===== src/int8_matrix_multiply_accumulate_top_assert.svh =====
// Assertion macros for the int8 matrix multiply-accumulate block.
`ifndef INT8_MATRIX_MULTIPLY_ACCUMULATE_TOP_ASSERT_SVH
`define INT8_MATRIX_MULTIPLY_ACCUMULATE_TOP_ASSERT_SVH

`ifndef SYNTH
// Checked on every rising clock edge, suspended while reset is high.
`define I8MMA_ASSERT(label, clk, rst, prop) \
   label: assert property (@(posedge clk) disable iff (rst) prop) \
      else $error("i8mma assertion failed");
// Checked on every rising clock edge, reset included.
`define I8MMA_ASSERT_ALWAYS(label, clk, prop) \
   label: assert property (@(posedge clk) prop) \
      else $error("i8mma assertion failed");
`else
`define I8MMA_ASSERT(label, clk, rst, prop)
`define I8MMA_ASSERT_ALWAYS(label, clk, prop)
`endif

`endif


===== src/i8mma_pkg.sv =====
// Types, constants and address helpers shared by the matrix multiply-accumulate block.
package i8mma_pkg;

   localparam int ROWS      = 16;
   localparam int COLS      = 16;
   localparam int MAX_DEPTH = 64;

   localparam int IDX_W   = 6;
   localparam int VALUE_W = 32;
   localparam int KSIZE_W = 7;
   localparam int ELEM_W  = 8;
   localparam int PROD_W  = 2 * ELEM_W;

   localparam int A_DEPTH = ROWS * MAX_DEPTH;
   localparam int B_DEPTH = MAX_DEPTH * COLS;
   localparam int C_DEPTH = ROWS * COLS;
   localparam int A_AW    = (A_DEPTH > 1) ? $clog2(A_DEPTH) : 1;
   localparam int B_AW    = (B_DEPTH > 1) ? $clog2(B_DEPTH) : 1;
   localparam int C_AW    = (C_DEPTH > 1) ? $clog2(C_DEPTH) : 1;

   // Inner index width, and a counter width that can also hold MAX_DEPTH.
   localparam int K_W      = (MAX_DEPTH > 1) ? $clog2(MAX_DEPTH) : 1;
   localparam int DEPTH_CW = $clog2(MAX_DEPTH + 1);

   localparam logic [KSIZE_W-1:0] KSIZE_RESET = KSIZE_W'(64);

   localparam logic [1:0] FUNC_LOAD_A  = 2'd0;
   localparam logic [1:0] FUNC_LOAD_B  = 2'd1;
   localparam logic [1:0] FUNC_LOAD_C  = 2'd2;
   localparam logic [1:0] FUNC_COMPUTE = 2'd3;

   typedef struct packed {
      logic [1:0]               func;
      logic [IDX_W-1:0]         row;
      logic [IDX_W-1:0]         col;
      logic signed [VALUE_W-1:0] value;
   } req_type;

   typedef struct packed {
      logic signed [VALUE_W-1:0] result_value;
      logic [IDX_W-1:0]          out_row;
      logic [IDX_W-1:0]          out_col;
      logic                      index_error;
   } rsp_type;

   typedef struct packed {
      logic load_acc;
      logic mul_en;
   } mac_ctl_type;

   function automatic logic [A_AW-1:0] a_addr(input logic [IDX_W-1:0] row,
                                              input logic [IDX_W-1:0] k);
      return A_AW'(A_AW'(row) * A_AW'(MAX_DEPTH)) + A_AW'(k);
   endfunction

   function automatic logic [B_AW-1:0] b_addr(input logic [IDX_W-1:0] k,
                                              input logic [IDX_W-1:0] col);
      return B_AW'(B_AW'(k) * B_AW'(COLS)) + B_AW'(col);
   endfunction

   function automatic logic [C_AW-1:0] c_addr(input logic [IDX_W-1:0] row,
                                              input logic [IDX_W-1:0] col);
      return C_AW'(C_AW'(row) * C_AW'(COLS)) + C_AW'(col);
   endfunction

endpackage


===== src/i8mma_mac.sv =====
// Shared multiply-accumulate unit: one registered 8x8 product and a 32-bit accumulator.
module i8mma_mac
   import i8mma_pkg::*;
(
   input  logic                clock,
   input  logic                reset,
   input  mac_ctl_type         ctl,
   input  logic [VALUE_W-1:0]  acc_init,
   input  logic [ELEM_W-1:0]   a_elem,
   input  logic [ELEM_W-1:0]   b_elem,
   output logic                busy,
   output logic [VALUE_W-1:0]  acc
);

   logic signed [PROD_W-1:0] prod_ff;
   logic signed [PROD_W-1:0] prod_in;
   logic                     prod_vld_ff;
   logic [VALUE_W-1:0]       acc_ff;
   logic [VALUE_W-1:0]       acc_in;

   always_comb begin
      prod_in = $signed(a_elem) * $signed(b_elem);
      acc_in  = acc_ff;
      if (ctl.load_acc) begin
         acc_in = acc_init;
      end else if (prod_vld_ff) begin
         acc_in = acc_ff + {{(VALUE_W - PROD_W){prod_ff[PROD_W-1]}}, prod_ff};
      end
   end

   always_ff @(posedge clock) begin
      if (reset) begin
         prod_vld_ff <= 1'b0;
      end else begin
         prod_vld_ff <= ctl.mul_en;
      end
   end

   always_ff @(posedge clock) begin
      if (ctl.mul_en) begin
         prod_ff <= prod_in;
      end
      acc_ff <= acc_in;
   end

   assign busy = prod_vld_ff;
   assign acc  = acc_ff;

endmodule


===== config.mk =====
export PLATFORM = sky130hd
export DESIGN_NAME = i8mma_mac
export DESIGN_NICKNAME = d
export VERILOG_FILES = /design/src/int8_matrix_multiply_accumulate_top_assert.svh /design/src/i8mma_pkg.sv /design/src/i8mma_mac.sv
export SDC_FILE = /design/constraint.sdc
export NUM_CORES = 1
export LEC_CHECK = 0
export BUFFER_PORTS_ARGS = -buffer_cell sky130_fd_sc_hd__buf_2
export CAP_MARGIN = 25
export CORE_ASPECT_RATIO = 1.2
export CORE_MARGIN = 1.5
export CORE_UTILIZATION = 35
export DETAILED_ROUTE_END_ITERATION = 6
export PLACE_DENSITY = 0.5
export SLEW_MARGIN = 20
export SYNTH_ARGS = -nofsm -noshare
export SYNTH_HDL_FRONTEND = slang
export SYNTH_SLANG_ARGS = --single-unit

===== constraint.sdc =====
create_clock -name clock -period 4.4 [get_ports clock]
set_input_delay 0 -clock clock [delete_from_list [all_inputs] [get_ports clock]]
set_output_delay 0 -clock clock [all_outputs]
set_load 0.02 [all_outputs]

* Word-level counts from Yosys, hierarchy flattened
Index checks and enable logic that the tools add are counted. Widths: inputs -> output; s select.
Word-level totals: memories kept 0, latch bits 0, memory bits (read-only) 0, output and inout port bits 33, flip-flop bits (word level) 49, RAM bits 0
Cells by class: $lt $le $gt $ge 0, mux-type cells 2, multiply operators 1, div/mod/pow operators 0, $add $sub $neg 1, reduce and logical (&&, ||, !) cells 1, equality and inequality tests 0, bitwise gates (word level) 0, shift operators 0
Operator list (number):
- $mux 32 | 2
- $add 32x32->32 | 1
- $mul 8x8->16 | 1
- $reduce_bool 2->1 | 1

* Logic depth before layout (Yosys ltp)
Gate-level depths: netlist of run 1.
word-level depth 3, depth in mapped cells 18, gate-level depth less buffers 18

* Worst setup path after synthesis of run 1
No wires, ideal clock.
kind input-to-reg, start point input port a_elem[3], end point register prod_ff[14], data pin, arrival time 3634 ps, library setup time 260 ps, stages 17, setup slack 505 ps, path through and2_1 -> fa_1 -> inv_1 -> fa_1 -> inv_1 -> fa_1 -> inv_1 -> fa_1 -> inv_1 -> ha_1 -> o21ai_0 -> a21boi_0 -> o21ai_0 -> a21oi_1 -> o21ai_0 -> mux2i_1 -> nand2_1
On the way: word-level cells in the longest chain between the ends 1
Ends and longest elaborated chain:
- from (decl) | RTL line i8mma_mac.sv:9 | input logic [ELEM_W-1:0] a_elem,
- $mul 8x8->16 | RTL line i8mma_mac.sv:22 | prod_in = $signed(a_elem) * $signed(b_elem);
- via prod_in[14] | RTL line i8mma_mac.sv:16 | logic signed [PROD_W-1:0] prod_in;
- to (signal assigned) | RTL line i8mma_mac.sv:41 | prod_ff <= prod_in;
- to (decl) | RTL line i8mma_mac.sv:15 | logic signed [PROD_W-1:0] prod_ff;
The timed path passes the listed nets, and every way through them passes these cells. A chain may end at the register's enable or synchronous reset.

* Worst setup path in the final report of run 1
Same ends and word-level chain as after synthesis.

==> flow_summary.toml, run 1 <==
[clock_tree]
cts_max_path_buffers = 2
cts-root-buf = "clkbuf_16"
clk_pin_slew_ns = 0.07
clock-sinks = 49
clock_latency_ns = 0.29
cts_buffers = 5
cts_tree = "built"
postCtsSetupBuffers = 0
cts_max_level = 2

[global_route]
grt_pass1_wl_um = 24500
grtUsageMet2_pct = 33.7
first_global_vias = 5306
antenna_found_initial = 0
grt_max_degree = 38
grt-ovfl-total = 0
grt_use_met1_pct = 17.8
grt_usage_pct = 17.0
gr-max-usage-layer = "met2"
grt_use_met3_pct = 2.14

[synthesis]
synthesis.nets = 835
synth_area_leaders = "edfxtp_1 (24%), fa_1 (19%), ha_1 (12%), inv_1 (5.9%), nand2_1 (5.1%)"
avgSynthCellArea_um2 = 9.08
synth_edf_count = 48
yosysTopAreaCellShare_pct = 23.8
synthTopCellsByCount = "inv_1 (96), nand2_1 (82), ha_1 (60), fa_1 (56), edfxtp_1 (48)"
synth_most_common_cell = "inv_1"
yosysTopAreaCell = "edfxtp_1"
synth_flop_cell = "edfxtp_1"
syn-cell-area_um2 = 6060
synthCells = 667
yosys_warnings = 0
ys_async_sr_fraction_pct = 0
synth-seq-cells = 49
yosysSeqAreaShare_pct = 24.1
yosysUniqueCellTypes = 55

[floorplanning]
core_um2 = 16900
die_area_um2 = 18100
ioPinCount = 85
rows = 52
die_h_um = 147
start_util_pct = 35.8
die_w_um = 123

[job]
drv_cap = 0

[route]
wirelength_um = 14800
dr.pass1.iters = 4
routedWlPerCell_um = 15.0
vias = 4902
drt_iter0_drc = 187
ant_nets = 0
drc = 0
routed_via_density = 4.96

[power]
ir_worst_vdd_mv = 0.251
power_mw = 5.58
power_frac_comb_pct = 75.0
p_seq_share_pct = 17.9
p_switching_mw = 2.76
p_sw_share_pct = 49.6
clkPwrFrac_pct = 7.1
power_density_nw_per_um2 = 786
p_leak_nw = 3.29
p_int_mw = 2.81

[sta]
tightest_slew_ns = 0.855
whs_ns = -0.00226
fmax_mhz = 250
slew_violations = 0
post-route-period-util_pct = 91.0
fin_crit_ns = 4.00
hold_violations = 1
finClkSkew_ns = 0.00291
setup_violations = 0
relSlewSlack_pct = 43.0
tns_ns = 0
rsz0062_at_grt = "false"

[outcome]
violations = "hold timing"
status = "finished with violations"

[hold_path]
hold_start = "acc_init[15]"
holdPathEnd = "acc[15]"
whs_path_depth = 3
holdCritPathClass = "in2reg"

[place]
hpwl_um = 12600
gp_congestion = 0.832
placed_area_um2 = 6750
portBuffers = 84

[final_layout]
drive_gt1_share_pct = 15.3
syn2layout_area_growth_pct = 17.1
ff_latch_area_um2 = 1460
finalNetCount = 940
fill_cells = 1736
final_core_util_pct = 42.0
stdcell_area_um2 = 7100
diodes = 0
multi_input_area_um2 = 4190

[worst_setup_path]
start_kind = "primary input"
crit_buf_inv = 5
r2r_slack_ns = 1.21
crit_family = "adder cells"
slowest_delay_ns = 0.54
worst-r2r-cell-count = 10
path_cells = "buf_2 -> and2_1 -> fa_1 -> inv_1 -> fa_1 -> inv_1 -> fa_1 -> inv_1 -> fa_1 -> inv_1 -> ha_1 -> o21ai_0 -> a21boi_0 -> o21ai_0 -> a21oi_1 -> o21ai_0 -> mux2i_1 -> nand2_1"
crit_required_ns = 4.45
critPathKind = "in2reg"
crit_arrival_ns = 4.05
worst_r2r_endpoint = "acc[29]"
critPathMaxFanout = 8
crit_path_top_delay_cell = "fa_1"
reg2reg_from = "prod_ff[15]"
crit_path_end_kind = "flop"
-- area by class of cell --
cell class                 instances  share of cell area [%]
timing repair buffer             111                    9.49
clock inverter                     3                   0.300
inverter                          96                    5.08
multi-input combinational        509                    59.0
clock buffer                       5                    1.76
tap                              216                    3.81
sequential                        49                    20.6
-- cell families (layout without fill, tap and decap cells) --
family / count (synthesis) / count (layout) / share of synthesized area (%)
simple gates: 217 / 217 / 17.6
xor+xnor: 38 / 38 / 5.49
buf+inv: 109 / 215 / 6.81
mux: 8 / 8 / 1.40
flops: 49 / 49 / 24.1
fa+ha+maj: 116 / 116 / 30.9
compound gates: 130 / 130 / 13.7
-- worst max-delay path by stage --
| stage | from | end | cells past startpoint |
|---|---|---|---|
| final | a_elem[3] | prod_ff[14] | 18 |
| after floorplan | a_elem[3] | prod_ff[14] | 17 |
| after CTS | a_elem[3] | prod_ff[14] | 18 |
| after global routing | a_elem[3] | prod_ff[14] | 18 |
| after detailed placement | a_elem[3] | prod_ff[14] | 18 |
| after global placement | a_elem[3] | prod_ff[14] | 18 |
-- cells in the final DEF (no fill, tap or decap), types with 11 or more instances in the layout --
master | Yosys | layout
a21o_1 | 13 | 13
a21oi_1 | 32 | 32
and2_1 | 38 | 38
buf_2 | 3 | 84
dlygate4sd3_1 | 0 | 20
edfxtp_1 | 48 | 48
fa_1 | 56 | 56
ha_1 | 60 | 60
inv_1 | 96 | 96
nand2_1 | 82 | 82
nor2_1 | 33 | 33
o21ai_0 | 41 | 41
xnor2_1 | 27 | 27
xor2_1 | 11 | 11
-- routing by layer --
layer	vias to the layer above	routed length [µm]
li1	2454	-
met1	2339	5800
met2	86	8230
met3	23	455
met4	0	327
met5	-	0
-- power groups by stage --
stage | Combinational, mW | Sequential [mW] | Clock [mW]
2_1_floorplan | 3.06 | 1.15 | 0
3_3_place_gp | 4.13 | 1.01 | 0
3_5_place_dp | 4.19 | 1.02 | 0
4_1_cts | 4.23 | 1.01 | 0.409
5_1_grt | 4.72 | 1.02 | 0.424
6_report | 4.18 | 0.998 | 0.397
-- what timing repair did --
item,CTS,global route
hold buffers,20,0
endpoints found under the hold margin,20,0
gates resized for setup,0,0
-- stage by stage --
step                      setup slack [ns]  std cells
after detailed placement            0.0522        961
after global placement               0.109        961
final                                0.397        989
after global routing                0.0333        989
after floorplan                      0.505        667
after CTS                            0.368        989
-- flip-flops by register name, summed over array words and instances, names as in the netlist --
register  flops
acc          32
busy          1
prod_ff      16
-- worst reg2reg max path: stages, from the launching register on --
cell	delay [ns]
edfxtp_1	0.57
buf_4	0.27
ha_1	0.35
a21oi_1	0.23
o21ai_0	0.13
or4_1	0.45
a21oi_1	0.21
nor3_1	0.08
a211oi_1	0.31
mux2_2	0.37
nor2_1	0.08
Power figures use the tool's default switching activity.
==> run 2: changes to the inputs <==
--- a/config.mk
+++ b/config.mk
@@ -12,7 +12,9 @@
 export CORE_UTILIZATION = 35
 export DETAILED_ROUTE_END_ITERATION = 6
 export PLACE_DENSITY = 0.5
+export RECOVER_POWER = 100
 export SLEW_MARGIN = 20
 export SYNTH_ARGS = -nofsm -noshare
 export SYNTH_HDL_FRONTEND = slang
 export SYNTH_SLANG_ARGS = --single-unit
+export TNS_END_PERCENT = 100
==> flow_summary.toml, run 2 (synthesized netlist as in run 1, its figures left out) <==
[worst_setup_path]
worst-r2r-cell-count = 10
crit_path_end_kind = "flop"
r2r_slack_ns = 1.00
crit_path_top_delay_cell = "fa_1"
crit_family = "adder cells"
crit_arrival_ns = 4.05
crit_required_ns = 4.45
start_kind = "primary input"
worst_r2r_endpoint = "acc[29]"
slowest_delay_ns = 0.54
path_cells = "buf_2 -> and2_1 -> fa_1 -> inv_1 -> fa_1 -> inv_1 -> fa_1 -> inv_1 -> fa_1 -> inv_1 -> ha_1 -> o21ai_0 -> a21boi_0 -> o21ai_0 -> a21oi_1 -> o21ai_0 -> mux2i_1 -> nand2_1"
reg2reg_from = "prod_ff[15]"
critPathMaxFanout = 8
crit_buf_inv = 5
critPathKind = "in2reg"

[sta]
worst_slack_ns = 0.395
rsz0062_at_grt = "false"
hold_violations = 1
tns_ns = 0
fin_crit_ns = 4.00
tightest_slew_ns = 2.49
slew_violations = 33
whs_ns = -0.00167
finClkSkew_ns = 0.00372
post-route-period-util_pct = 91.0
fmax_mhz = 250
setup_violations = 0
relSlewSlack_pct = -65.7

[floorplanning]
ioPinCount = 85
rows = 52
die_h_um = 147
die_area_um2 = 18100
start_util_pct = 35.8
die_w_um = 123
core_um2 = 16900

[clock_tree]
clock-sinks = 49
cts_max_path_buffers = 2
clk_pin_slew_ns = 0.07
cts_buffers = 5
cts_tree = "built"
clock_latency_ns = 0.29
cts-root-buf = "clkbuf_16"
cts_max_level = 2

[final_layout]
largest_reg_flops = 32
stdcell_area_um2 = 7010
diodes = 0
mostFrequentLayoutCells = "inv_1 (96), nand2_1 (82), ha_1 (60)"
finalNetCount = 940
finalNonFillerCells = 989
final_core_util_pct = 41.4
final_common_cell = "inv_1"
syn2layout_area_growth_pct = 15.6
drive_gt1_share_pct = 9.70

[global_route]
grt_max_degree = 38
grt_usage_pct = 17.0
first_global_vias = 5306
grt-ovfl-total = 0
antenna_found_initial = 0
grt_pass1_wl_um = 24500

[hold_path]
holdCritPathClass = "in2reg"
whs_path_depth = 3
hold_start = "acc_init[17]"
holdPathEnd = "acc[17]"

[power]
p_leak_nw = 3.17
power_mw = 5.47
power_density_nw_per_um2 = 780
ir_worst_vdd_mv = 0.251

[place]
hpwl_um = 12600
dpl.cell_count = 961
detailedPlace.worstSlack_ns = 0.0522
gp_congestion = 0.832
portBuffers = 84
placed_area_um2 = 6750

[route]
dr.pass1.iters = 4
drt_iter0_drc = 205
drc = 0
wirelength_um = 14800
ant_nets = 0
vias = 4889
routed_via_density = 4.94
routedWlPerCell_um = 15.0

[outcome]
violations = "hold timing, capacitance limit, slew limit"
status = "finished with violations"

[job]
drv_cap = 1
run 2: cell type report:
| type | instances | area (µm²) |
|---|---|---|
| tap | 216 | 270 |
| sequential | 49 | 1460 |
| fill | 1768 | 9910 |
| clock inverter | 3 | 21.3 |
| clock buffer | 5 | 125 |
| multi-input combinational | 509 | 4140 |
| inverter | 96 | 360 |
| timing repair buffer | 111 | 626 |
run 2: what timing repair did:
| action | CTS | global route |
|---|---|---|
| buffers inserted | 0 | 0 |
| endpoints found under the hold margin | 20 | 0 |
| hold buffers | 20 | 0 |
| resized for setup | 0 | 0 |
run 2: power breakdown:
group | switching (mW) | total (mW) | leakage (nW) | internal [mW]
Combinational | 2.41 | 4.06 | 2.61 | 1.66
Sequential | 0.135 | 1.00 | 0.488 | 0.869
Clock | 0.186 | 0.398 | 0.0702 | 0.212
run 2: worst reg2reg max path, delay by kind of cell, from the launching register on:
kind	cells	cell delay, ns
AO/OA/AOI/OAI	4	0.88
adder cells (fa/ha/maj)	1	0.38
buffers and inverters	1	0.44
flip-flops	1	0.58
multiplexers	1	0.37
AND/OR/NAND/NOR	3	0.61
run 2: worst max-delay path by stage:
stage	from	endpoint	slack (ns)	depth (start not counted)
after global routing	a_elem[3]	prod_ff[14]	0.03	18
final	a_elem[3]	prod_ff[14]	0.40	18
after global placement	a_elem[3]	prod_ff[14]	0.11	18
after CTS	a_elem[3]	prod_ff[14]	0.37	18
after detailed placement	a_elem[3]	prod_ff[14]	0.05	18
after floorplan	a_elem[3]	prod_ff[14]	0.51	17
run 2: layer usage:
layer | wire length [µm] | track usage (%) | up-vias
met1 | 5790 | 17.8 | 2318
met3 | 468 | 2.14 | 23
met2 | 8220 | 33.7 | 92
li1 | - | - | 2456
met4 | 329 | 5.75 | 0
met5 | 0 | 0 | -
